==> src/rtl/gpt_pkg.sv <==
// Shared types and character constants for the glob pattern tokenizer.
// No dependencies; imported by every module of the block.
package gpt_pkg;

  localparam logic [7:0] CHR_BACKSLASH = 8'h5C;
  localparam logic [7:0] CHR_OPEN      = 8'h5B;
  localparam logic [7:0] CHR_CLOSE     = 8'h5D;
  localparam logic [7:0] CHR_STAR      = 8'h2A;
  localparam logic [7:0] CHR_QUEST     = 8'h3F;

  typedef enum logic [2:0] {
    KIND_LIT    = 3'd0,
    KIND_MEMBER = 3'd1,
    KIND_ONE    = 3'd2,
    KIND_RUN    = 3'd3,
    KIND_END    = 3'd4
  } kind_t;

  typedef enum logic [1:0] {
    ST_OK           = 2'd0,
    ST_STRAY_CLOSE  = 2'd1,
    ST_OPEN_IN_CLS  = 2'd2,
    ST_UNTERMINATED = 2'd3
  } status_t;

  typedef struct packed {
    kind_t      kind;
    logic [7:0] chr;
    logic       starts;
    status_t    status;
    logic       last;
  } token_t;

  // One queue entry: all tokens caused by one input word.
  typedef struct packed {
    token_t tok0;
    token_t tok1;
    logic   two;
  } entry_t;

endpackage

==> src/rtl/glob_pattern_tokenizer.sv <==
// Glob pattern tokenizer top level: front end, token queue, back end.
// A word's first token appears on out_* at the earliest after the queue write and then
// the back-end load. Throughput: one input word per cycle while the queue is not full;
// the output side moves one token per cycle while out_tready is high, so a word that
// makes two tokens holds the output for both tokens. Reset (rst_n low, synchronous)
// returns to normal mode, no open part, and empties the queue and the output stage.
module glob_pattern_tokenizer #(
  parameter int FIFO_DEPTH = 4
) (
  input  logic        clk,
  input  logic        rst_n,
  // Input stream
  input  logic        in_tvalid,
  output logic        in_tready,
  input  logic [7:0]  in_tdata,   // [7:0] pattern_byte
  input  logic        in_tlast,   // end_of_pattern
  // Token stream
  output logic        out_tvalid,
  input  logic        out_tready,
  output logic [15:0] out_tdata,  // [7:0] token_byte, [8] starts_part, [10:9] status, rest 0
  output logic [2:0]  out_tuser,  // [2:0] token_kind
  output logic        out_tlast   // last_of_item
);
  import gpt_pkg::*;

  logic   in_acc;
  logic   push, full;
  entry_t f_entry, q_entry;
  logic   q_valid, q_pop;
  token_t tok;

  // Front end never stalls on its own; hold input only while the queue is full.
  assign in_tready = !full;
  assign in_acc    = in_tvalid && in_tready;

  gpt_front u_front (
    .clk            (clk),
    .rst_n          (rst_n),
    .accept         (in_acc),
    .pattern_byte   (in_tdata),
    .end_of_pattern (in_tlast),
    .push           (push),
    .entry          (f_entry)
  );

  gpt_queue #(
    .DEPTH (FIFO_DEPTH)
  ) u_queue (
    .clk      (clk),
    .rst_n    (rst_n),
    .push     (push),
    .wr_data  (f_entry),
    .full     (full),
    .pop      (q_pop),
    .rd_valid (q_valid),
    .rd_data  (q_entry)
  );

  gpt_back u_back (
    .clk       (clk),
    .rst_n     (rst_n),
    .q_valid   (q_valid),
    .q_data    (q_entry),
    .q_pop     (q_pop),
    .out_valid (out_tvalid),
    .out_ready (out_tready),
    .out_tok   (tok)
  );

  // Pack the token word.
  assign out_tdata = {5'b00000, tok.status, tok.starts, tok.chr};
  assign out_tuser = tok.kind;
  assign out_tlast = tok.last;

  // End token never opens a part and always closes its word.
  a_end_token: assert property (@(posedge clk) disable iff (!rst_n)
    out_tvalid && out_tuser == KIND_END |-> !out_tdata[8] && out_tlast)
    else $error("end token with starts_part set or not last");

  // Wildcards always open a part and carry no character.
  a_wildcard: assert property (@(posedge clk) disable iff (!rst_n)
    out_tvalid && (out_tuser == KIND_ONE || out_tuser == KIND_RUN)
      |-> out_tdata[8] && out_tdata[7:0] == 8'h00)
    else $error("wildcard token malformed");

  // Unterminated-class status appears only on an end token.
  a_unterm: assert property (@(posedge clk) disable iff (!rst_n)
    out_tvalid && out_tdata[10:9] == ST_UNTERMINATED |-> out_tuser == KIND_END)
    else $error("unterminated status on a non-end token");

endmodule

==> src/rtl/gpt_front.sv <==
// Front end: mode and last-part tracking, classifies each input word into tokens.
// Depends on gpt_pkg.
module gpt_front (
  input  logic            clk,
  input  logic            rst_n,
  input  logic            accept,
  input  logic [7:0]      pattern_byte,
  input  logic            end_of_pattern,
  output logic            push,
  output gpt_pkg::entry_t entry
);
  import gpt_pkg::*;

  typedef enum logic [1:0] {
    M_NORMAL    = 2'd0,
    M_ESC       = 2'd1,
    M_CLASS     = 2'd2,
    M_CLASS_ESC = 2'd3
  } mode_t;

  typedef enum logic [2:0] {
    P_NONE  = 3'd0,
    P_LIT   = 3'd1,
    P_CLASS = 3'd2,
    P_ONE   = 3'd3,
    P_RUN   = 3'd4
  } part_t;

  mode_t mode_r, mode_nxt;
  part_t part_r, part_nxt;
  logic  [1:0] n_tok;

  function automatic token_t mk(kind_t k, logic [7:0] c, logic s, status_t st);
    token_t t;
    t.kind   = k;
    t.chr    = c;
    t.starts = s;
    t.status = st;
    t.last   = 1'b0;
    return t;
  endfunction

  always_comb begin
    mode_nxt   = mode_r;
    part_nxt   = part_r;
    n_tok      = 2'd0;
    entry.tok0 = mk(KIND_END, 8'h00, 1'b0, ST_OK);
    entry.tok1 = mk(KIND_END, 8'h00, 1'b0, ST_OK);
    if (end_of_pattern) begin
      mode_nxt = M_NORMAL;
      part_nxt = P_NONE;
      unique case (mode_r) inside
        M_ESC: begin
          entry.tok0 = mk(KIND_LIT, CHR_BACKSLASH, part_r != P_LIT, ST_OK);
          entry.tok1 = mk(KIND_END, 8'h00, 1'b0, ST_OK);
          n_tok      = 2'd2;
        end
        M_CLASS, M_CLASS_ESC: begin
          entry.tok0 = mk(KIND_END, 8'h00, 1'b0, ST_UNTERMINATED);
          n_tok      = 2'd1;
        end
        default: begin
          entry.tok0 = mk(KIND_END, 8'h00, 1'b0, ST_OK);
          n_tok      = 2'd1;
        end
      endcase
    end else begin
      unique case (mode_r)
        M_NORMAL: begin
          if (pattern_byte == CHR_BACKSLASH) begin
            mode_nxt = M_ESC;
          end else if (pattern_byte == CHR_OPEN) begin
            mode_nxt = M_CLASS;
          end else if (pattern_byte == CHR_CLOSE) begin
            entry.tok0 = mk(KIND_LIT, pattern_byte, part_r != P_LIT, ST_STRAY_CLOSE);
            part_nxt   = P_LIT;
            n_tok      = 2'd1;
          end else if (pattern_byte == CHR_STAR) begin
            // Drop a run wildcard that follows another.
            if (part_r != P_RUN) begin
              entry.tok0 = mk(KIND_RUN, 8'h00, 1'b1, ST_OK);
              part_nxt   = P_RUN;
              n_tok      = 2'd1;
            end
          end else if (pattern_byte == CHR_QUEST) begin
            entry.tok0 = mk(KIND_ONE, 8'h00, 1'b1, ST_OK);
            part_nxt   = P_ONE;
            n_tok      = 2'd1;
          end else begin
            entry.tok0 = mk(KIND_LIT, pattern_byte, part_r != P_LIT, ST_OK);
            part_nxt   = P_LIT;
            n_tok      = 2'd1;
          end
        end
        M_ESC: begin
          mode_nxt = M_NORMAL;
          part_nxt = P_LIT;
          if (pattern_byte == CHR_BACKSLASH || pattern_byte == CHR_OPEN ||
              pattern_byte == CHR_CLOSE || pattern_byte == CHR_STAR ||
              pattern_byte == CHR_QUEST) begin
            entry.tok0 = mk(KIND_LIT, pattern_byte, part_r != P_LIT, ST_OK);
            n_tok      = 2'd1;
          end else begin
            entry.tok0 = mk(KIND_LIT, CHR_BACKSLASH, part_r != P_LIT, ST_OK);
            entry.tok1 = mk(KIND_LIT, pattern_byte, 1'b0, ST_OK);
            n_tok      = 2'd2;
          end
        end
        M_CLASS: begin
          if (pattern_byte == CHR_BACKSLASH) begin
            mode_nxt = M_CLASS_ESC;
          end else if (pattern_byte == CHR_CLOSE) begin
            mode_nxt = M_NORMAL;
            part_nxt = P_NONE;
          end else begin
            entry.tok0 = mk(KIND_MEMBER, pattern_byte, part_r != P_CLASS,
                            (pattern_byte == CHR_OPEN) ? ST_OPEN_IN_CLS : ST_OK);
            part_nxt   = P_CLASS;
            n_tok      = 2'd1;
          end
        end
        default: begin
          mode_nxt = M_CLASS;
          part_nxt = P_CLASS;
          if (pattern_byte == CHR_BACKSLASH || pattern_byte == CHR_OPEN ||
              pattern_byte == CHR_CLOSE) begin
            entry.tok0 = mk(KIND_MEMBER, pattern_byte, part_r != P_CLASS, ST_OK);
            n_tok      = 2'd1;
          end else begin
            entry.tok0 = mk(KIND_MEMBER, CHR_BACKSLASH, part_r != P_CLASS, ST_OK);
            entry.tok1 = mk(KIND_MEMBER, pattern_byte, 1'b0, ST_OK);
            n_tok      = 2'd2;
          end
        end
      endcase
    end
    entry.two       = (n_tok == 2'd2);
    entry.tok0.last = (n_tok == 2'd1);
    entry.tok1.last = 1'b1;
    push            = accept && (n_tok != 2'd0);
  end

  always_ff @(posedge clk) begin
    if (!rst_n) begin
      mode_r <= M_NORMAL;
      part_r <= P_NONE;
    end else if (accept) begin
      mode_r <= mode_nxt;
      part_r <= part_nxt;
    end
  end

endmodule

==> src/rtl/gpt_queue.sv <==
// Short queue of token entries between front end and back end.
// Depends on gpt_pkg.
module gpt_queue #(
  parameter int DEPTH = 4
) (
  input  logic            clk,
  input  logic            rst_n,
  input  logic            push,
  input  gpt_pkg::entry_t wr_data,
  output logic            full,
  input  logic            pop,
  output logic            rd_valid,
  output gpt_pkg::entry_t rd_data
);
  import gpt_pkg::*;

  localparam int PTR_W = (DEPTH > 1) ? $clog2(DEPTH) : 1;
  localparam int CNT_W = $clog2(DEPTH + 1);

  entry_t             mem [DEPTH];
  logic [PTR_W-1:0]   wr_ptr_r, rd_ptr_r;
  logic [CNT_W-1:0]   count_r;
  logic               do_pop;

  assign full     = (count_r == CNT_W'(DEPTH));
  assign rd_valid = (count_r != '0);
  assign rd_data  = mem[rd_ptr_r];
  assign do_pop   = pop && rd_valid;

  always_ff @(posedge clk) begin
    if (push) begin
      mem[wr_ptr_r] <= wr_data;
    end
  end

  always_ff @(posedge clk) begin
    if (!rst_n) begin
      wr_ptr_r <= '0;
      rd_ptr_r <= '0;
      count_r  <= '0;
    end else begin
      if (push) begin
        wr_ptr_r <= (wr_ptr_r == PTR_W'(DEPTH - 1)) ? '0 : wr_ptr_r + 1'b1;
      end
      if (do_pop) begin
        rd_ptr_r <= (rd_ptr_r == PTR_W'(DEPTH - 1)) ? '0 : rd_ptr_r + 1'b1;
      end
      if (push && !do_pop) begin
        count_r <= count_r + 1'b1;
      end else if (!push && do_pop) begin
        count_r <= count_r - 1'b1;
      end
    end
  end

endmodule

==> src/rtl/gpt_back.sv <==
// Back end: holds one queue entry and streams its one or two tokens out.
// Depends on gpt_pkg.
module gpt_back (
  input  logic            clk,
  input  logic            rst_n,
  input  logic            q_valid,
  input  gpt_pkg::entry_t q_data,
  output logic            q_pop,
  output logic            out_valid,
  input  logic            out_ready,
  output gpt_pkg::token_t out_tok
);
  import gpt_pkg::*;

  entry_t hold_r;
  logic   valid_r;
  logic   idx_r;
  logic   fire, done;

  assign fire      = valid_r && out_ready;
  assign done      = fire && (idx_r || !hold_r.two);
  assign q_pop     = !valid_r || done;
  assign out_valid = valid_r;
  assign out_tok   = idx_r ? hold_r.tok1 : hold_r.tok0;

  always_ff @(posedge clk) begin
    if (q_pop && q_valid) begin
      hold_r <= q_data;
    end
  end

  always_ff @(posedge clk) begin
    if (!rst_n) begin
      valid_r <= 1'b0;
      idx_r   <= 1'b0;
    end else if (q_pop) begin
      valid_r <= q_valid;
      idx_r   <= 1'b0;
    end else if (fire) begin
      // Advance to the second token of the entry.
      idx_r <= 1'b1;
    end
  end

endmodule
==> config.mk <==
export PLATFORM = sky130hd
export DESIGN_NAME = glob_pattern_tokenizer
export DESIGN_NICKNAME = d
export VERILOG_FILES = /design/src/rtl/gpt_pkg.sv /design/src/rtl/glob_pattern_tokenizer.sv /design/src/rtl/gpt_front.sv /design/src/rtl/gpt_queue.sv /design/src/rtl/gpt_back.sv
export SDC_FILE = /design/constraint.sdc
export NUM_CORES = 1
export LEC_CHECK = 0
export ABC_CLOCK_PERIOD_IN_PS = 2600
export BUFFER_PORTS_ARGS = -buffer_cell sky130_fd_sc_hd__buf_2
export CAP_MARGIN = 5
export CORE_MARGIN = 1
export CORE_UTILIZATION = 56
export CTS_BUF_LIST = sky130_fd_sc_hd__clkbuf_16
export DETAILED_ROUTE_END_ITERATION = 8
export HOLD_SLACK_MARGIN = 0.08
export PLACE_DENSITY_LB_ADDON = 0.08
export SLEW_MARGIN = 20
export SYNTH_ARGS = -nofsm -noshare
export SYNTH_HDL_FRONTEND = slang
export SYNTH_HIERARCHICAL = 1
export SYNTH_SLANG_ARGS = --single-unit
==> constraint.sdc <==
create_clock -name clk -period 2.6 [get_ports clk]
set_input_delay 0.52 -clock clk [delete_from_list [all_inputs] [get_ports clk]]
set_output_delay 0.52 -clock clk [all_outputs]
set_load 0.01 [all_outputs]
==> Yosys cells after proc, flatten, opt, wreduce, memory -nomap -nowiden <==
Memories as Yosys holds them, arrays and structs flattened. A register that Yosys moved wholly into a read port is not among the register bits.
Index checks and enable logic that the tools add are counted.
{ "word_totals": {"register_bits": 15, "latch_bits": 0, "ramBits": 120, "mem_bits_ro": 0, "inputBits": 13, "out_inout_bits": 22, "word_cells": 115, "memories": 1} }
{ "op_classes": {"addsub": 4, "multipliers": 0, "n_div": 0, "n_lt_le_gt_ge": 0, "eq_ne": 22, "n_shift": 0, "n_mux": 52, "bitwise": 1, "n_reduce_logical": 27} }
{ "memory_table": {"columns": ["name", "words", "word_bits", "read_ports", "rd_clocked_by_memory_dff", "wr", "line", "rtl"], "rows": [
  ["u_queue.mem", 4, 30, 1, 1, 1, "gpt_queue.sv:20", "entry_t mem [DEPTH];"]
]} }
{ "op_table": {"columns": ["operator", "n"], "rows": [
  ["$mux 15", 10],
  ["$pmux 15 s2", 2],
  ["$pmux 15 s3", 1],
  ["$mux 2", 18],
  ["$mux 30", 1],
  ["$mux 3", 9],
  ["$eq 8x7->1 const B", 3],
  ["$mux 12", 2],
  ["$eq 8x6->1 const B", 2],
  ["$mux 14", 1],
  ["$ne 3x3->1 const B", 4],
  ["$pmux 2 s3", 2],
  ["$eq 2x2->1 const B", 5],
  ["$pmux 3 s3", 1],
  ["$logic_and 1x1->1", 7],
  ["$logic_or 1x1->1", 6],
  ["$reduce_or 2->1", 3],
  ["$logic_not 1->1", 5],
  ["$mux 1", 5],
  ["$ne 5x5->1 const B", 1],
  ["$reduce_and 5->1", 1],
  ["$add 2x1->2 const B", 2],
  ["$eq 2x1->1 const B", 2],
  ["$ne 4x2->1 const B", 1],
  ["other kinds (11)", 12]
]} }

==> Depth between registers and ports, before layout <==
{ "logic_depth": {"ltp_word": 14, "mapped_depth": 11, "ltp_nobuf": 10} }

==> Hierarchy <==
Netlist, hierarchy kept.
{ "modules_own_cells": {"columns": ["mod", "n_inst", "cells_each", "area_each_um2", "seq_area_each_um2"], "rows": [
  ["gpt_queue", 1, 207, 4938.5, 3903.7],
  ["gpt_back", 1, 59, 1267.5, 970.9],
  ["gpt_front", 1, 153, 1014.7, 100.1],
  ["glob_pattern_tokenizer", 1, 8, 51.3, 0.0]
]} }

==> Worst setup path before layout <==
No wires, ideal clock.
{ "synth_timing": {"path_kind": "in2reg", "startpoint": "in in_tdata[2]", "endpoint": "reg u_queue.count_r[2]", "setup_ps": 76, "t_arrival_ps": 2699, "required_ps": 2524, "setup_slack_ps": -175, "cell_stages": 11, "path_buffers": 1, "path_cell_list": "buf_6 > nor4b_1 > nand3_1 > a31o_2 > o31a_1 > ha_1 > inv_1 > fa_1 > xor2_1 > or3_1 > a21boi_0"} }
{ "synth_between": {"elab_chain_len": 13, "word_cells_on_any_way": 26, "classes_between": "eq/ne (5); mux (11); reduce/logical (10)"} }
{ "synth_lines": {"columns": ["item", "line", "rtl"], "rows": [
  ["start, declared", "glob_pattern_tokenizer.sv:15", "input logic [7:0] in_tdata,"],
  ["branches (longest 6 deep; another with $eq 8x6->1)", null, null],
  ["$pmux 2 s3 (*)", "gpt_front.sv:68", "unique case (mode_r)"],
  ["$mux 2 (*)", "gpt_front.sv:49", "if (end_of_pattern) begin"],
  ["$reduce_bool 2->1 (*)", "gpt_front.sv:140", "push = accept && (n_tok != 2'd0);"],
  ["$logic_and 1x1->1 (*)", "gpt_front.sv:140", null],
  ["named net push", "glob_pattern_tokenizer.sv:27", "logic push, full;"],
  ["$logic_not 1->1", "gpt_queue.sv:50", "end else if (!push && do_pop) begin"],
  ["$logic_and 1x1->1", "gpt_queue.sv:50", null],
  ["$reduce_bool 2->1 (no line)", null, null],
  ["end signal, assigned", "gpt_queue.sv:49", "count_r <= count_r + 1'b1;"],
  ["end signal, assigned", "gpt_queue.sv:51", "count_r <= count_r - 1'b1;"],
  ["end, declared", "gpt_queue.sv:22", "logic [CNT_W-1:0] count_r;"]
]} }
Mark *: on every way through the listed nets, which the timed path passes.
A chain may end at the register's enable or synchronous reset.

==> Worst setup path after layout <==
{ "layout_timing": {"startpoint": "reg u_front.part_r[2]", "endpoint": "reg u_queue.count_r[2]"} }
{ "layout_between": {"elab_chain_len": 13, "word_cells_on_any_way": 15, "classes_between": "eq/ne (1); mux (8); reduce/logical (6)"} }
{ "layout_lines": {"columns": ["item", "line", "rtl"], "rows": [
  ["start, declared", "gpt_front.sv:30", "part_t part_r, part_nxt;"],
  ["start signal, assigned", "gpt_front.sv:149", "part_r <= part_nxt;"],
  ["$ne 3x3->1 (*)", "gpt_front.sv:80", "if (part_r != P_RUN) begin"],
  ["$mux 1 (*)", "gpt_front.sv:80", null],
  ["$mux 1 (*)", "gpt_front.sv:78", "end else if (pattern_byte == CHR_STAR) begin"],
  ["$mux 2 (*)", "gpt_front.sv:74", "end else if (pattern_byte == CHR_CLOSE) begin"],
  ["$mux 2 (*)", "gpt_front.sv:72", "end else if (pattern_byte == CHR_OPEN) begin"],
  ["$mux 2 (*)", "gpt_front.sv:70", "if (pattern_byte == CHR_BACKSLASH) begin"],
  ["$pmux 2 s3 (*)", "gpt_front.sv:68", null],
  ["$mux 2 (*)", "gpt_front.sv:49", null],
  ["$reduce_bool 2->1 (*)", "gpt_front.sv:140", null],
  ["$logic_and 1x1->1 (*)", "gpt_front.sv:140", null],
  ["named net push", "glob_pattern_tokenizer.sv:27", null],
  ["$logic_not 1->1", "gpt_queue.sv:50", null],
  ["$logic_and 1x1->1", "gpt_queue.sv:50", null],
  ["$reduce_bool 2->1 (no line)", null, null]
]} }
Mark *: on every way through the listed nets, which the timed path passes. The rest lies on a longest branch.

==> flow_metrics.env <==
export IMPL_wl_met2_mm=6.43
export IMPL_finalNetCount=515
export IMPL_power_leakage_uw=0.00294
export IMPL_placed_cells_incl_taps=648
export IMPL_synth_ff_type="edfxtp_1"
export IMPL_grt_setup_unrepaired="false"
export IMPL_run_status="complete, no violations"
export IMPL_netlist_top_cells_area="edfxtp_1 (64%), mux4_2 (9.3%), dfxtp_1 (4.4%), mux2_4 (2.1%), and2_1 (1.2%)"
export IMPL_layout_cells_most_common="edfxtp_1"
export IMPL_dr_wl_met3_um=614
export IMPL_finalCritPeriodShare=0.949
export IMPL_cts_root_buf="clkbuf_16"
export IMPL_synth_edff_count=155
export IMPL_grt_pass1_vias=3865
export IMPL_synth_seq_cells=171
export IMPL_ctsHtreeMaxLevel=4
export IMPL_worstReg2RegStart="u_front/part_r[2]"
export IMPL_yosysSeqAreaShare=0.684
export IMPL_critical_path_arrival_ps=2800
export IMPL_worst_setup_hold_path_clk_slew_ps=60
export IMPL_nFillCells=901
export IMPL_cts_buffers_inserted=17
export IMPL_netlist_cell_type_count=62
export IMPL_top_signal_layer_used="met4"
export IMPL_drtPass1Iterations=4
export IMPL_flow_area_growth_from_synthesis_pct=16.4
export IMPL_io_pin_count=35
export IMPL_most_frequent_cells_in_the_layout="edfxtp_1 (155), buf_4 (37), mux4_2 (30)"
export IMPL_dr_first_iter_drc_count=280
export IMPL_dp_final_hpwl_mm=8.47
export IMPL_drt_total_wl_mm=13.3
export IMPL_total_negative_setup_slack_ps=0
export IMPL_timing_final_setup_violations=0
export IMPL_postRouteAntennaNets=0
export IMPL_dieHeight_um=116
export IMPL_post_synth_top_area_cell="edfxtp_1"
export IMPL_timing_max_cap_violations=0
export IMPL_layoutNonFillerInstCount=680
export IMPL_hold_viol=0
export IMPL_track_usage=0.217
export IMPL_worst_setup_path_type="reg -> reg"
export IMPL_post_cts_repair_setup_buffers=0
export IMPL_timing_critical_path_fanout_max=5
export IMPL_antennaDiodeCount=0
export IMPL_via_cell_ratio=5.73
export IMPL_vias=3894
export IMPL_critPathCaptureType="register"
export IMPL_start_util=0.576
export IMPL_final_setup_skew_ps=8.03
export IMPL_wl_per_cell_um=19.5
export IMPL_die_width_um=116
export IMPL_synthesis_area_um2=7270
export IMPL_area_of_the_core_um2=12600
export IMPL_tritoncts="done"
export IMPL_grt_max_degree=32
export IMPL_ff_to_ff_setup_slack_ps=130
export IMPL_drive_above_1_share=0.321
export IMPL_grt_pass1_wl_mm=20.7
export IMPL_timing_critical_path_from="u_front/part_r[2]"
export IMPL_ctsLongestPathBuffers=2
export IMPL_destination_of_the_worst_register_to_register_timing_path="u_queue/count_r[2]"
export IMPL_synth_avg_cell_area_um2=17.0
export IMPL_number_of_max_slew_violations_in_the_final_report=0
export IMPL_clock_sinks=171
export IMPL_initial_antenna_violation_count=0
export IMPL_ys_async_sr_fraction=0
export IMPL_detail_route_drc_violations=0
export IMPL_port_buffers=29
export IMPL_required_ps=2940
export IMPL_clock_latency_ps=420
export IMPL_hold_class="in -> reg"
export IMPL_synth_warnings=6
export IMPL_worst_setup_path_endpoint="u_queue/count_r[2]"
export IMPL_gp_routability_congestion=0.892
export IMPL_cp_start_kind="register"
export IMPL_synthCells=427
export IMPL_grt_overflow_total=0
export IMPL_fraction_of_post_synthesis_cell_area_in_the_top_cell_type_by_area=0.640
export IMPL_wl_met1_mm=6.08
export IMPL_peakVddDrop_mv=0.550
export IMPL_worst_r2r_cell_count=11
export IMPL_row_count=41
export IMPL_max_freq_ghz=0.405
export IMPL_timing_final_crit_period_ps=2470
export IMPL_floorplan_die_area_um2=13400
export IMPL_slew_headroom=0.616
export IMPL_power_density_nw_per_um2=950
export IMPL_worst_pin_slew_ps=572
area by class of cell:
| type | count | area [um2] | share of cell area |
|---|---|---|---|
| clock buffers | 17 | 425 | 0.0503 |
| clock inverters | 15 | 183 | 0.0216 |
| inverters | 11 | 41.3 | 0.00488 |
| multi-input cells | 223 | 2100 | 0.248 |
| flip-flops and latches | 171 | 4980 | 0.588 |
| well taps | 172 | 215 | 0.0254 |
| repair buffers | 71 | 523 | 0.0618 |
worst min path at each step:
stage / from / end / slack, ps / cells past startpoint
3_5_place_dp: u_front/part_r[2] / u_front/part_r[2] / 510 / 2
6_report: rst_n / u_back/out_valid / 510 / 2
5_1_grt: rst_n / u_queue/count_r[1] / 500 / 2
4_1_cts: out_tready / u_back/idx_r / 480 / 3
3_3_place_gp: u_front/part_r[2] / u_front/part_r[2] / 490 / 2
2_1_floorplan: u_front/part_r[2] / u_front/part_r[2] / 470 / 2
timing repair:
action / in CTS / in global routing
hold buffers: 0 / 0
resized for setup: 0 / 1
endpoints found under the setup margin: 0 / 1
power breakdown:
group          internal (uW)  switching [uW]
Combinational            856             865
Sequential              3610             158
Clock                   1590             960
critical path, stage by stage (launching register included):
cell and delay [ps]:
dfxtp_1 400, nor3b_2 200, buf_4 150, nand3_1 90
a31o_2 260, o31a_1 300, ha_2 200, inv_2 50
fa_2 190, xor2_1 70, or3_1 320, a21boi_1 150
registers in the layout, summed over array words and instances (netlist names), named ones only:
| signal | cells |
|---|---|
| u_back/idx_r | 1 |
| u_back/hold_r | 31 |
| u_queue/mem | 124 |
| u_queue/rd_ptr_r | 2 |
| u_back/out_valid | 1 |
| u_front/mode_r | 2 |
| u_queue/wr_ptr_r | 2 |
| u_queue/count_r | 3 |
| u_front/part_r | 3 |
through the flow:
stage	total power [uW]	utilization	worst slack [ps]	cell area, um2	hold WS, ps
final	8040	0.671	134	8460	506
after global routing	8420	0.671	34.9	8460	504
after CTS	8130	0.670	148	8460	477
after detailed placement	5580	0.622	-268	7850	509
after global placement	5510	0.622	-170	7850	491
after floorplan	5010	-	-119	7310	467
metal layers:
| metal | GRT usage | vias to the layer above |
|---|---|---|
| met5 | 0 | - |
| met4 | 0.0726 | 0 |
| met3 | 0.0575 | 12 |
| met2 | 0.341 | 109 |
| met1 | 0.297 | 1976 |
| li1 | - | 1797 |
cells in the mapped netlist (all sizes together), types with 9 or more instances:
cell type	count
clkbuf	9
inv	11
a21oi	14
nor2	15
buf	20
mux4	31
and2	15
dfxtp	16
edfxtp	155
nand2	21
mux2	15
o21ai	9
kinds of logic after synthesis:
kind of cell | Yosys count | share of synthesized area
flops | 171 | 0.684
mux | 54 | 0.136
buf+inv | 40 | 0.0339
fa+ha+maj | 7 | 0.0131
compound gates | 51 | 0.0508
simple gates | 99 | 0.0783
other cells | 3 | 0.00155
xor+xnor | 2 | 0.00241
No activity file was read; power rests on OpenSTA's default activity.
